===== src/rational_arithmetic_unit_defines.svh =====
// Assertion macros shared by the rational arithmetic unit RTL.
// No dependencies; clk and rst are taken from the module that uses them.
`ifndef RATIONAL_ARITHMETIC_UNIT_DEFINES_SVH
`define RATIONAL_ARITHMETIC_UNIT_DEFINES_SVH
`ifndef ASSERT_OFF
`define RAU_ASSERT(lbl, prop, msg) \
  lbl: assert property (@(posedge clk) disable iff (rst) prop) else $error(msg);
`define RAU_ASSERT_ALWAYS(lbl, prop, msg) \
  lbl: assert property (@(posedge clk) prop) else $error(msg);
`else
`define RAU_ASSERT(lbl, prop, msg)
`define RAU_ASSERT_ALWAYS(lbl, prop, msg)
`endif
`endif


===== src/rau_pkg.sv =====
// Package for the rational arithmetic unit: operation codes, sequencer
// states and result field widths. No dependencies.
`timescale 1ns / 1ps
package rau_pkg;
  localparam int FUNC_W = 4;
  localparam logic [FUNC_W-1:0] FN_ADD = 4'd0;
  localparam logic [FUNC_W-1:0] FN_SUB = 4'd1;
  localparam logic [FUNC_W-1:0] FN_MUL = 4'd2;
  localparam logic [FUNC_W-1:0] FN_DIV = 4'd3;
  localparam logic [FUNC_W-1:0] FN_EQ  = 4'd4;
  localparam logic [FUNC_W-1:0] FN_NE  = 4'd5;
  localparam logic [FUNC_W-1:0] FN_LT  = 4'd6;
  localparam logic [FUNC_W-1:0] FN_GT  = 4'd7;
  localparam logic [FUNC_W-1:0] FN_LE  = 4'd8;
  localparam logic [FUNC_W-1:0] FN_GE  = 4'd9;

  localparam int RES_NUM_W   = 32;
  localparam int RES_DEN_W   = 31;
  localparam int OUT_BITS    = RES_NUM_W + RES_DEN_W + 2;
  localparam int OUT_TDATA_W = ((OUT_BITS + 7) / 8) * 8;

  typedef enum logic [3:0] {
    ST_IDLE, ST_MUL0, ST_MUL1, ST_MUL2, ST_MUL3, ST_MUL4,
    ST_EVAL, ST_GCD, ST_DIV, ST_OUT
  } state_t;
endpackage


===== src/rau_mul.sv =====
// Shared signed multiplier with registered product.
// Depends on nothing but the operand width parameter.
`timescale 1ns / 1ps
module rau_mul #(
  parameter int W = 16
) (
  input  logic                  clk,
  input  logic signed [W-1:0]   a,
  input  logic signed [W-1:0]   b,
  output logic signed [2*W-1:0] p
);
  always_ff @(posedge clk) begin
    p <= a * b;
  end
endmodule


===== src/rau_gcd.sv =====
// Binary gcd, one shift or subtract step per cycle.
// Operands must both be non-zero at start.
`timescale 1ns / 1ps
module rau_gcd #(
  parameter int MW = 33
) (
  input  logic          clk,
  input  logic          rst,
  input  logic          start,
  input  logic [MW-1:0] x_in,
  input  logic [MW-1:0] y_in,
  output logic          done,
  output logic [MW-1:0] g
);
  localparam int KW = $clog2(MW + 1);
  logic [MW-1:0] x, y;
  logic [KW-1:0] k;
  logic          busy;

  always_ff @(posedge clk) begin
    if (rst) begin
      busy <= 1'b0;
      done <= 1'b0;
    end else begin
      done <= 1'b0;
      if (start) begin
        x    <= x_in;
        y    <= y_in;
        k    <= '0;
        busy <= 1'b1;
      end else if (busy) begin
        if (x == '0) begin
          g    <= y << k;
          busy <= 1'b0;
          done <= 1'b1;
        end else if (y == '0) begin
          g    <= x << k;
          busy <= 1'b0;
          done <= 1'b1;
        end else if (!x[0] && !y[0]) begin
          x <= x >> 1;
          y <= y >> 1;
          k <= k + 1'b1;
        end else if (!x[0]) begin
          x <= x >> 1;
        end else if (!y[0]) begin
          y <= y >> 1;
        end else if (x >= y) begin
          x <= x - y;
        end else begin
          y <= y - x;
        end
      end
    end
  end
endmodule


===== src/rau_div.sv =====
// Two-lane restoring divider sharing one divisor, one quotient bit per cycle.
// Used to divide numerator and denominator magnitudes by their gcd.
`timescale 1ns / 1ps
module rau_div #(
  parameter int MW = 33
) (
  input  logic          clk,
  input  logic          rst,
  input  logic          start,
  input  logic [MW-1:0] num0,
  input  logic [MW-1:0] num1,
  input  logic [MW-1:0] d,
  output logic          done,
  output logic [MW-1:0] q0,
  output logic [MW-1:0] q1
);
  localparam int CW = $clog2(MW + 1);
  logic [MW-1:0] q [2];
  logic [MW:0]   r [2];
  logic [MW-1:0] q_next [2];
  logic [MW:0]   r_next [2];
  logic [MW-1:0] dv;
  logic [CW-1:0] cnt;
  logic          busy;

  always_comb begin
    logic [MW:0] rr;
    rr = '0;
    for (int i = 0; i < 2; i++) begin
      rr = {r[i][MW-1:0], q[i][MW-1]};
      if (rr >= {1'b0, dv}) begin
        r_next[i] = rr - {1'b0, dv};
        q_next[i] = {q[i][MW-2:0], 1'b1};
      end else begin
        r_next[i] = rr;
        q_next[i] = {q[i][MW-2:0], 1'b0};
      end
    end
  end

  always_ff @(posedge clk) begin
    if (rst) begin
      busy <= 1'b0;
      done <= 1'b0;
    end else begin
      done <= 1'b0;
      if (start) begin
        q[0] <= num0;
        q[1] <= num1;
        r[0] <= '0;
        r[1] <= '0;
        dv   <= d;
        cnt  <= CW'(MW);
        busy <= 1'b1;
      end else if (busy) begin
        q[0] <= q_next[0];
        q[1] <= q_next[1];
        r[0] <= r_next[0];
        r[1] <= r_next[1];
        cnt  <= cnt - 1'b1;
        if (cnt == CW'(1)) begin
          busy <= 1'b0;
          done <= 1'b1;
        end
      end
    end
  end

  assign q0 = q[0];
  assign q1 = q[1];
endmodule


===== src/rational_arithmetic_unit.sv =====
// Rational arithmetic unit top level: sequencer around a shared multiplier,
// a binary gcd and a two-lane divider. Uses rau_pkg, rau_mul, rau_gcd, rau_div.
//
// Input stream s_axis: one transfer carries func and two fractions.
// Output stream m_axis: one transfer per input, the reduced fraction or the
// comparison flag and the divide-by-zero flag.
// One item at a time: s_axis_tready is high only while the sequencer is idle.
// Sequence: the multiplier states ST_MUL0 to ST_MUL4, an evaluate state, then
// for an arithmetic result with a non-zero numerator the gcd (one shift or
// subtract a cycle) and the divider (one quotient bit a cycle), and finally
// the output register is loaded.
// The output register holds a result until taken; a stalled receiver holds
// the sequencer in its final state and keeps s_axis_tready low.
// Reset (rst, synchronous) returns the sequencer to idle and drops
// m_axis_tvalid.
`timescale 1ns / 1ps
`include "rational_arithmetic_unit_defines.svh"
module rational_arithmetic_unit
  import rau_pkg::*;
#(
  parameter int OPERAND_WIDTH = 16
) (
  input  logic                                         clk,
  input  logic                                         rst,
  input  logic                                         s_axis_tvalid,
  output logic                                         s_axis_tready,
  // func, a_num, a_den, b_num, b_den from bit 0 up, zero padded
  input  logic [((4*OPERAND_WIDTH+2+7)/8)*8-1:0]        s_axis_tdata,
  output logic                                         m_axis_tvalid,
  input  logic                                         m_axis_tready,
  // res_num, res_den, cmp_true, div_by_zero from bit 0 up, zero padded
  output logic [OUT_TDATA_W-1:0]                       m_axis_tdata
);
  localparam int W  = OPERAND_WIDTH;
  localparam int PW = 2 * W;
  localparam int MW = 2 * W + 1;

  state_t state, state_next;

  logic [FUNC_W-1:0]    fn;
  logic signed [W-1:0]  an, bn;
  logic [W-2:0]         ad, bd;
  logic signed [W-1:0]  mul_a, mul_b;
  logic signed [PW-1:0] prod, p1, p2, pd, pn;

  logic                 gcd_start, gcd_done, div_start, div_done;
  logic [MW-1:0]        g, q0, q1, mag_n, mag_d;
  logic [MW-1:0]        mag_n_c, mag_d_c;
  logic                 neg;

  logic signed [MW-1:0] num_sel, den_sel, num_f, den_f;
  logic                 arith, cmp_sel, dz_sel;

  logic signed [RES_NUM_W-1:0] res_num;
  logic [RES_DEN_W-1:0]        res_den;
  logic                        res_cmp, res_dz;
  logic                        accept_in;

  assign s_axis_tready = (state == ST_IDLE);
  assign accept_in     = s_axis_tvalid && s_axis_tready;

  always_ff @(posedge clk) begin
    if (accept_in) begin
      fn <= s_axis_tdata[FUNC_W-1:0];
      an <= s_axis_tdata[4 +: W];
      ad <= s_axis_tdata[4+W +: W-1];
      bn <= s_axis_tdata[3+2*W +: W];
      bd <= s_axis_tdata[3+3*W +: W-1];
    end
  end

  rau_mul #(.W(W)) u_mul (.clk(clk), .a(mul_a), .b(mul_b), .p(prod));

  rau_gcd #(.MW(MW)) u_gcd (
    .clk(clk), .rst(rst), .start(gcd_start), .x_in(mag_n_c), .y_in(mag_d_c),
    .done(gcd_done), .g(g)
  );

  rau_div #(.MW(MW)) u_div (
    .clk(clk), .rst(rst), .start(div_start), .num0(mag_n), .num1(mag_d),
    .d(g), .done(div_done), .q0(q0), .q1(q1)
  );

  // evaluate the operation from the stored products
  always_comb begin
    num_sel = '0;
    den_sel = '0;
    arith   = 1'b0;
    cmp_sel = 1'b0;
    dz_sel  = 1'b0;
    case (fn)
      FN_ADD: begin
        num_sel = MW'(p1) + MW'(p2);
        den_sel = MW'(pd);
        arith   = 1'b1;
      end
      FN_SUB: begin
        num_sel = MW'(p1) - MW'(p2);
        den_sel = MW'(pd);
        arith   = 1'b1;
      end
      FN_MUL: begin
        num_sel = MW'(pn);
        den_sel = MW'(pd);
        arith   = 1'b1;
      end
      FN_DIV: begin
        if (bn == '0) begin
          dz_sel = 1'b1;
        end else begin
          num_sel = MW'(p1);
          den_sel = MW'(p2);
          arith   = 1'b1;
        end
      end
      FN_EQ:   cmp_sel = (p1 == p2);
      FN_NE:   cmp_sel = (p1 != p2);
      FN_LT:   cmp_sel = (p1 < p2);
      FN_GT:   cmp_sel = (p1 > p2);
      FN_LE:   cmp_sel = !(p1 > p2);
      FN_GE:   cmp_sel = !(p1 < p2);
      default: ;
    endcase
    num_f   = den_sel[MW-1] ? -num_sel : num_sel;
    den_f   = den_sel[MW-1] ? -den_sel : den_sel;
    mag_n_c = num_f[MW-1] ? MW'(-num_f) : MW'(num_f);
    mag_d_c = MW'(den_f);
  end

  always_comb begin
    state_next = state;
    case (state)
      ST_IDLE: if (accept_in) state_next = ST_MUL0;
      ST_MUL0: state_next = ST_MUL1;
      ST_MUL1: state_next = ST_MUL2;
      ST_MUL2: state_next = ST_MUL3;
      ST_MUL3: state_next = ST_MUL4;
      ST_MUL4: state_next = ST_EVAL;
      ST_EVAL: begin
        if (arith && den_sel != '0 && num_f != '0) state_next = ST_GCD;
        else state_next = ST_OUT;
      end
      ST_GCD:  if (gcd_done) state_next = ST_DIV;
      ST_DIV:  if (div_done) state_next = ST_OUT;
      ST_OUT:  if (!m_axis_tvalid || m_axis_tready) state_next = ST_IDLE;
      default: state_next = ST_IDLE;
    endcase
  end

  always_comb begin
    mul_a     = an;
    mul_b     = bn;
    gcd_start = 1'b0;
    div_start = 1'b0;
    case (state)
      ST_MUL0: begin
        mul_a = an;
        mul_b = $signed({1'b0, bd});
      end
      ST_MUL1: begin
        mul_a = $signed({1'b0, ad});
        mul_b = bn;
      end
      ST_MUL2: begin
        mul_a = $signed({1'b0, ad});
        mul_b = $signed({1'b0, bd});
      end
      ST_EVAL: gcd_start = arith && den_sel != '0 && num_f != '0;
      ST_GCD:  div_start = gcd_done;
      default: ;
    endcase
  end

  always_ff @(posedge clk) begin
    if (rst) begin
      state         <= ST_IDLE;
      m_axis_tvalid <= 1'b0;
    end else begin
      state <= state_next;
      if (state == ST_OUT && (!m_axis_tvalid || m_axis_tready)) begin
        m_axis_tvalid <= 1'b1;
      end else if (m_axis_tvalid && m_axis_tready) begin
        m_axis_tvalid <= 1'b0;
      end
    end
  end

  always_ff @(posedge clk) begin
    case (state)
      ST_MUL1: p1 <= prod;
      ST_MUL2: p2 <= prod;
      ST_MUL3: pd <= prod;
      ST_MUL4: pn <= prod;
      ST_EVAL: begin
        res_cmp <= cmp_sel;
        res_dz  <= dz_sel;
        res_num <= '0;
        res_den <= (arith && den_sel != '0 && num_f == '0) ? RES_DEN_W'(1) : '0;
        neg     <= num_f[MW-1];
        mag_n   <= mag_n_c;
        mag_d   <= mag_d_c;
      end
      ST_DIV: begin
        if (div_done) begin
          res_num <= neg ? RES_NUM_W'(-$signed({1'b0, q0}))
                         : RES_NUM_W'($signed({1'b0, q0}));
          res_den <= RES_DEN_W'(q1);
        end
      end
      ST_OUT: begin
        if (!m_axis_tvalid || m_axis_tready) begin
          m_axis_tdata <= OUT_TDATA_W'({res_dz, res_cmp, res_den, res_num});
        end
      end
      default: ;
    endcase
  end

  `RAU_ASSERT(a_busy_after_accept, accept_in |=> !s_axis_tready, "took a second item")
  `RAU_ASSERT(a_dz_zero_result,
    m_axis_tvalid && m_axis_tdata[RES_NUM_W+RES_DEN_W+1] |->
    m_axis_tdata[RES_NUM_W+RES_DEN_W-1:0] == '0, "divide by zero with non-zero fraction")
  `RAU_ASSERT(a_cmp_no_den,
    m_axis_tvalid && m_axis_tdata[RES_NUM_W+RES_DEN_W] |->
    m_axis_tdata[RES_NUM_W +: RES_DEN_W] == '0, "comparison with a denominator")
  `RAU_ASSERT_ALWAYS(a_reset_idle, rst |=> s_axis_tready && !m_axis_tvalid, "not idle after reset")
endmodule

===== config.mk =====
export PLATFORM = sky130hd
export DESIGN_NAME = rational_arithmetic_unit
export DESIGN_NICKNAME = d
export VERILOG_FILES = /design/src/rau_pkg.sv /design/src/rau_mul.sv /design/src/rau_gcd.sv /design/src/rau_div.sv /design/src/rational_arithmetic_unit.sv
export VERILOG_INCLUDE_DIRS = /design/src /design/src/src
export SDC_FILE = /design/constraint.sdc
export NUM_CORES = 2
export LEC_CHECK = 0
export BUFFER_PORTS_ARGS = -buffer_cell sky130_fd_sc_hd__buf_2
export CAP_MARGIN = 20
export CORE_UTILIZATION = 45
export DETAILED_ROUTE_END_ITERATION = 10
export SETUP_SLACK_MARGIN = 0.15
export SLEW_MARGIN = 20
export SYNTH_ARGS = -nofsm -noshare
export SYNTH_HDL_FRONTEND = slang
export SYNTH_SLANG_ARGS = --single-unit
export TNS_END_PERCENT = 1

===== constraint.sdc =====
create_clock -name clk -period 20.1 [get_ports clk]
set_input_delay 2.01 -clock clk [delete_from_list [all_inputs] [get_ports clk]]
set_output_delay 2.01 -clock clk [all_outputs]
set_load 0.01 [all_outputs]

# [Yosys cells after proc, flatten, opt, wreduce, memory -nomap -nowiden]
# Memory sizes are Yosys's and may differ from the RTL's.
# Cells that the tools add are included.
# W data, S select, Z words.
[totals] reg_bits=576 latch_bits=0 ramBits=134 rom_bits=0 in_bits=76 memories=2
[op_classes] n_addsub=12 mul=1 n_div=0 magnitude_cmp=5 eq_ne=30 shifts=2 n_mux=77 n_bitwise=8 n_reduce_logical=44
[mem_list] name="u_div.r" depth=2 width=34 read_ports=2 rd_ports_with_merged_regs=0 write_ports=2 line="rau_div.sv:19" source="logic [MW:0] r [2];"
[mem_list] name="u_div.q" depth=2 width=33 read_ports=2 rd_ports_with_merged_regs=0 write_ports=2 line="rau_div.sv:18" source="logic [MW-1:0] q [2];"
[ops] operator="$mux W33" n=25
[ops] operator="$mux W34" n=4
[ops] operator="$pmux W33 S4" n=1
[ops] operator="$logic_not A33 Y1" n=3
[ops] operator="$neg A33 Y33" n=3
[ops] operator="$ge A34 B33 Y1" n=2
[ops] operator="$sub A34 B33 Y34" n=2
[ops] operator="$pmux W33 S2" n=1
[ops] operator="$reduce_bool A33 Y1" n=2
[ops] operator="$shl A33 B6 Y33" n=2
[ops] operator="$sub A33 B33 Y33" n=2
[ops] operator="$mux W32" n=2
[ops] operator="$pmux W32 S2" n=1
[ops] operator="$pmux W31 S2" n=1
[ops] operator="$pmux W4 S10" n=1
[ops] operator="$add A32 B32 Y33" n=1
[ops] operator="$ge A33 B33 Y1" n=1
[ops] operator="$sub A32 B32 Y33" n=1
[ops] operator="$eq A32 B32 Y1" n=1
[ops] operator="$eq A4 B3 Y1 const B" n=8
[ops] operator="$gt A32 B32 Y1" n=1
[ops] operator="$lt A32 B32 Y1" n=1
[ops] operator="$mul A16 B16 Y32" n=1
[ops] operator="$mux W16" n=2
[ops] operator="32 further kinds" n=110

# [Depth between registers and ports, before layout]
[logic_depth] word_depth=10 depth_mapped=32 depth_no_buf=30

# [By module]
# Synthesis repeated with hierarchy kept, for this count alone.
[hier_totals] cells_unflattened=5591 area_unflattened_um2=54644.9
[modules_own_cells] mod="rational_arithmetic_unit" n_inst=1 cells_each=2019 area_each_um2=22241.3 seq_area_each_um2=11841.4
[modules_own_cells] mod="rau_gcd" n_inst=1 cells_each=1315 area_each_um2=10973.0 seq_area_each_um2=3193.1
[modules_own_cells] mod="rau_div" n_inst=1 cells_each=1127 area_each_um2=10849.2 seq_area_each_um2=5175.0
[modules_own_cells] mod="rau_mul" n_inst=1 cells_each=1130 area_each_um2=10581.4 seq_area_each_um2=640.6

# [Worst setup path before layout]
# Ideal clock, no wire load.
[synth_path] kind="flip-flop to flip-flop" start="register fn[3]" end="register u_gcd.g[0] (enable)" setup_time_ns=0.518 arrival_ns=8.631 required_time_ns=19.582 setup_slack_ns=10.951 stages_incl_launch_ff=25 n_path_buf=7 period_less_slack_ns=9.149 cell_sequence="edfxtp_1 or2_1 buf_4 nor2_1 and2_4 buf_6 buf_2 buf_1 clkbuf_1 buf_1 a21oi_1 ha_1 o211ai_1 inv_1 nor2_1 mux2i_1 o32ai_1 nand4_1 nor3_2 nand3_2 nor4b_4 and3_1 buf_6 a311oi_2 nor4b_1"
[synth_between] elab_chain_len=9 elab_cells_between_ends=17
[synth_lines] element="from (decl)" line="rational_arithmetic_unit.sv:40" source="logic [FUNC_W-1:0] fn;"
[synth_lines] element="from (signal assigned)" line="rational_arithmetic_unit.sv:64" source="fn <= s_axis_tdata[FUNC_W-1:0];"
[synth_lines] element="$eq A4 B2 Y1 (tied with other cells)" line="rational_arithmetic_unit.sv:91" source="case (fn)"
[synth_lines] element="$pmux W33 S4 / $reduce_or A3 Y1 (equally long branches)"
[synth_lines] element="$neg A33 Y33 / $pmux W33 S2 (equally long branches)" line="rational_arithmetic_unit.sv:124, rational_arithmetic_unit.sv:91"
[synth_lines] element="$mux W33 / $reduce_bool A33 Y1 (equally long branches)" line="rational_arithmetic_unit.sv:124, rational_arithmetic_unit.sv:168"
[synth_lines] element="$reduce_bool A33 Y1 / $logic_and A1 B1 Y1 (equally long branches)" line="rational_arithmetic_unit.sv:168" source="ST_EVAL: gcd_start = arith && den_sel != '0 && num_f != '0;"
[synth_lines] element="$logic_and A1 B1 Y1 (*)" line="rational_arithmetic_unit.sv:168"
[synth_lines] element="$mux W1 (*)" line="rational_arithmetic_unit.sv:155" source="case (state)"
[synth_lines] element="$not A1 Y1 (no line) (*)"
[synth_lines] element="$reduce_and A4 Y1 (no line) (*)"
[synth_lines] element="to (signal assigned)" line="rau_gcd.sv:33" source="g <= y << k;"
[synth_lines] element="to (signal assigned)" line="rau_gcd.sv:37" source="g <= x << k;"
[synth_lines] element="to (decl)" line="rau_gcd.sv:13" source="output logic [MW-1:0] g"
# Mark *: on every way between the ends. The rest lies on a longest branch, timed or not.
# A chain may end at the register's enable or synchronous reset.

# [Worst setup path in the final report]
[layout_path] start="register state[0]" end="register u_mul.p[30]"
[layout_between] elab_chain_len=4 elab_cells_between_ends=8
[layout_lines] element="from (decl)" line="rational_arithmetic_unit.sv:38" source="state_t state, state_next;"
[layout_lines] element="from (signal assigned)" line="rational_arithmetic_unit.sv:179" source="state <= state_next;"
[layout_lines] element="$eq A4 B2 Y1 / $eq A4 B1 Y1 (equally long branches)" line="rational_arithmetic_unit.sv:155"
[layout_lines] element="$reduce_or A2 Y1 (no line)"
[layout_lines] element="$mux W16" line="rational_arithmetic_unit.sv:155"
[layout_lines] element="$mul A16 B16 Y32 (*)" line="rau_mul.sv:13" source="p <= a * b;"
[layout_lines] element="to (signal assigned)" line="rau_mul.sv:13"
[layout_lines] element="to (decl)" line="rau_mul.sv:10" source="output logic signed [2*W-1:0] p"
# Marks and branches as above.

==> results.yml <==
outcome:
  outcome: "completed"
sta:
  fin_ws_ns: 10.91
  skew_ns: 0.0657
  finalSetupTns_ns: 0
  setup_viol: 0
  finalMaxSlewViolations: 0
  max_freq_mhz: 109
  worstMarginPinSlew_ns: 1.11
  final.min_clock_period_ns: 9.19
  slew_headroom: 0.238
  grt_setup_unrepaired: "no"
  hold_viol: 0
  period_share: 0.457
synth:
  synth_compound_area_frac: 0.139
  synth-xor-area-share: 0.0446
  synth_fa_ha_area_frac: 0.170
  ys_types: 106
  synth-seq-area-share: 0.396
  synth_edf_count: 667
  synthArstFlopShare: 0
  synth_top_family_by_area: "adder cells"
  synthMuxAreaShare: 0.0501
  yosysWarnings: 0
  synth.avg_cell_area_um2: 10.0
  syn_area_um2: 52700
  synthFlopType: "edfxtp_1"
  syn_inst: 5249
  ys_seq_elements: 708
  yosys.area_share.simple: 0.142
worst_setup_path:
  ff2ff_setup_slack_ns: 10.91
  cpPeakStageDelay_ns: 0.97
  worstReg2RegStart: "state[0]"
  path_common_cell: "fa_1"
  r2r_cells: 30
  criticalPathCategory: "reg -> reg"
  crit_path_top_delay_cell: "mux2i_1"
  arrival_ns: 9.80
  r2r_end: "u_mul.p[30]"
  end_kind: "flip-flop"
  crit_path_start_kind: "flip-flop"
  crit_fanout: 30
  worstPathRequired_ns: 20.72
route:
  viasPerCell: 5.74
  route.met3.wl_mm: 10.2
  drc: 0
  wl_met1_mm: 67.0
  avgRoutedWirePerCell_um: 22.6
  dr.first_iter.drc_count: 3086
  ant_nets: 0
  drt_wl_total_mm: 156
  dr.max_layer_used: "met5"
  num_vias: 39664
  firstDrtPassIters: 6
  routed-wl-met2_mm: 71.6
grt:
  grt_pass1_wl_mm: 235
  grt_usage: 0.262
  antenna_found_initial: 2
  grt_max_degree: 91
  grt_remaining_overflow: 0
  grt_pass1_vias: 38600
cells_and_area:
  regArea_um2: 20900
  area_growth_pct: 9.75
  final_net_count: 5943
  nFillCells: 10714
  drive_above_1_share: 0.100
  multi_input_area_um2: 28900
floorplanning:
  die_area_um2: 118000
  core.rowCount: 125
  ioPinCount: 150
  core_area_um2: 116000
  fp.dieH_um: 344
  die_w_um: 344
  start_util: 0.454
hold_path:
  hold_path.startpoint: "u_gcd.g[22]"
  hold_end: "u_div.dv[22]"
  worstHoldPathType: "reg -> reg"
  worstHoldPathCells: 0
clock_tree:
  cts_sinks: 708
  postCtsHoldBufs: 0
  cts_buffers: 84
  cts_tree: "done"
  cts.path.max_buffers: 3
  h-tree-depth: 3
  root_buffer: "clkbuf_16"
  clock_latency_ns: 0.70
  clk_pin_slew_ns: 0.06
  postCtsSetupBuffers: 0
  cts_resized: 0
placement:
  port_buffers: 136
  post-dp-hpwl_mm: 122
  pre_cts_ws_ns: 10.82
  gp_congestion: 0.986
job:
  cap_violations: 0
-- registers in the layout, summed over array words and instances, names as in the netlist, 32 cells and up --
| register | cells |
|---|---|
| u_div.q | 66 |
| u_div.r | 66 |
| m_axis_tdata | 65 |
| mag_d | 33 |
| mag_n | 33 |
| u_div.dv | 33 |
| u_gcd.g | 33 |
| u_gcd.x | 33 |
| u_gcd.y | 33 |
| p1 | 32 |
| p2 | 32 |
| pd | 32 |
| pn | 32 |
| res_num | 32 |
| u_mul.p | 32 |
-- worst max path at each step --
stage                   from           to  slack (ns)  cells after the start
finish              state[0]  u_mul.p[30]       10.91                     30
global route        state[0]  u_mul.p[30]       10.35                     30
CTS                 state[0]  u_mul.p[30]       10.88                     30
detailed placement  state[0]  u_mul.p[30]       10.82                     30
global placement    state[0]  u_mul.p[30]       10.94                     30
floorplan              fn[3]   u_gcd.g[0]       10.95                     24
-- layer usage --
metal / global-route usage / vias up
li1: - / 18654
met2: 0.422 / 1353
met5: 0.00641 / -
met3: 0.0428 / 282
met4: 0.109 / 2
met1: 0.349 / 19373
-- stage by stage --
stage          instance area, um2  std cells  utilization  hold WS, ns
2_1_floorplan               52700       5256            -        0.400
3_3_place_gp                54800       6748        0.473        0.401
3_5_place_dp                54800       6749        0.473        0.405
4_1_cts                     57800       6905        0.498        0.408
5_1_grt                     57800       6907        0.498        0.410
6_report                    57800       6909        0.498        0.406
-- cells by family after synthesis --
kind of cell	after synthesis
AOI/OAI and AO/OA	1101
xor gates and xnor gates	268
adders and majority gates	554
buffers and inverters	771
DFF	708
muxes	224
other	1
and+or+nand+nor	1622
-- worst max-delay path: cells and delay by family, from the launching register on --
kind / cells / cell delay (ns)
AND/OR/NAND/NOR: 6 / 0.88
adder cells (fa/ha/maj): 7 / 3.43
buffers and inverters: 6 / 0.83
flip-flops: 1 / 0.79
AO/OA/AOI/OAI: 9 / 2.09
multiplexers: 1 / 0.97
XOR/XNOR: 1 / 0.13
-- cells in the final DEF, fill, tap and decap left out, drive strengths merged, types with 113 or more instances in the layout --
cell type,n
edfxtp,667
nand2,547
inv,537
nor2,522
a21oi,321
ha,286
fa,268
buf,208
o21ai,190
xnor2,167
mux2,113
-- cells in the mapped netlist, types with 21 or more instances --
master    count  area (um2)
or2_2        21         131
o31ai_1      56         420
nor2_1      522        1960
or3_1        38         238
nor2b_1      42         263
and3_1       31         194
o211ai_1     23         173
a21o_1       65         488
inv_1       532        2000
o21ai_0     187         936
dfxtp_1      41         821
clkbuf_1    186         698
edfxtp_1    667       20000
a31oi_1      52         325
nand2_1     547        2050
buf_1        21        78.8
o21bai_1     35         263
mux2_2       52         586
o21a_1       32         240
mux2_4       61         916
nor3_1       89         445
nand2b_1     38         238
a22oi_1      36         270
nand3_1      80         400
and2_1       54         338
xor2_1      101         885
nand4_1      40         250
a21oi_1     319        1600
ha_1        286        3580
a211oi_1     49         368
nor4_1       55         344
a22o_1       56         490
mux2i_1     109        1090
xnor2_1     167        1460
fa_1        268        5370
-- final cells by class --
class,count,area share
Multi-Input combinational cell,3777,0.500
Sequential cell,708,0.361
Clock buffer,101,0.0384
Inverter,534,0.0347
Tap cell,1524,0.0330
Timing Repair Buffer,208,0.0215
Clock inverter,55,0.0122
Antenna cell,2,0.0000866
Power is left out: the tool's default activity adds up to more than one toggle a clock period on the data nets, which glitch-free logic cannot reach.
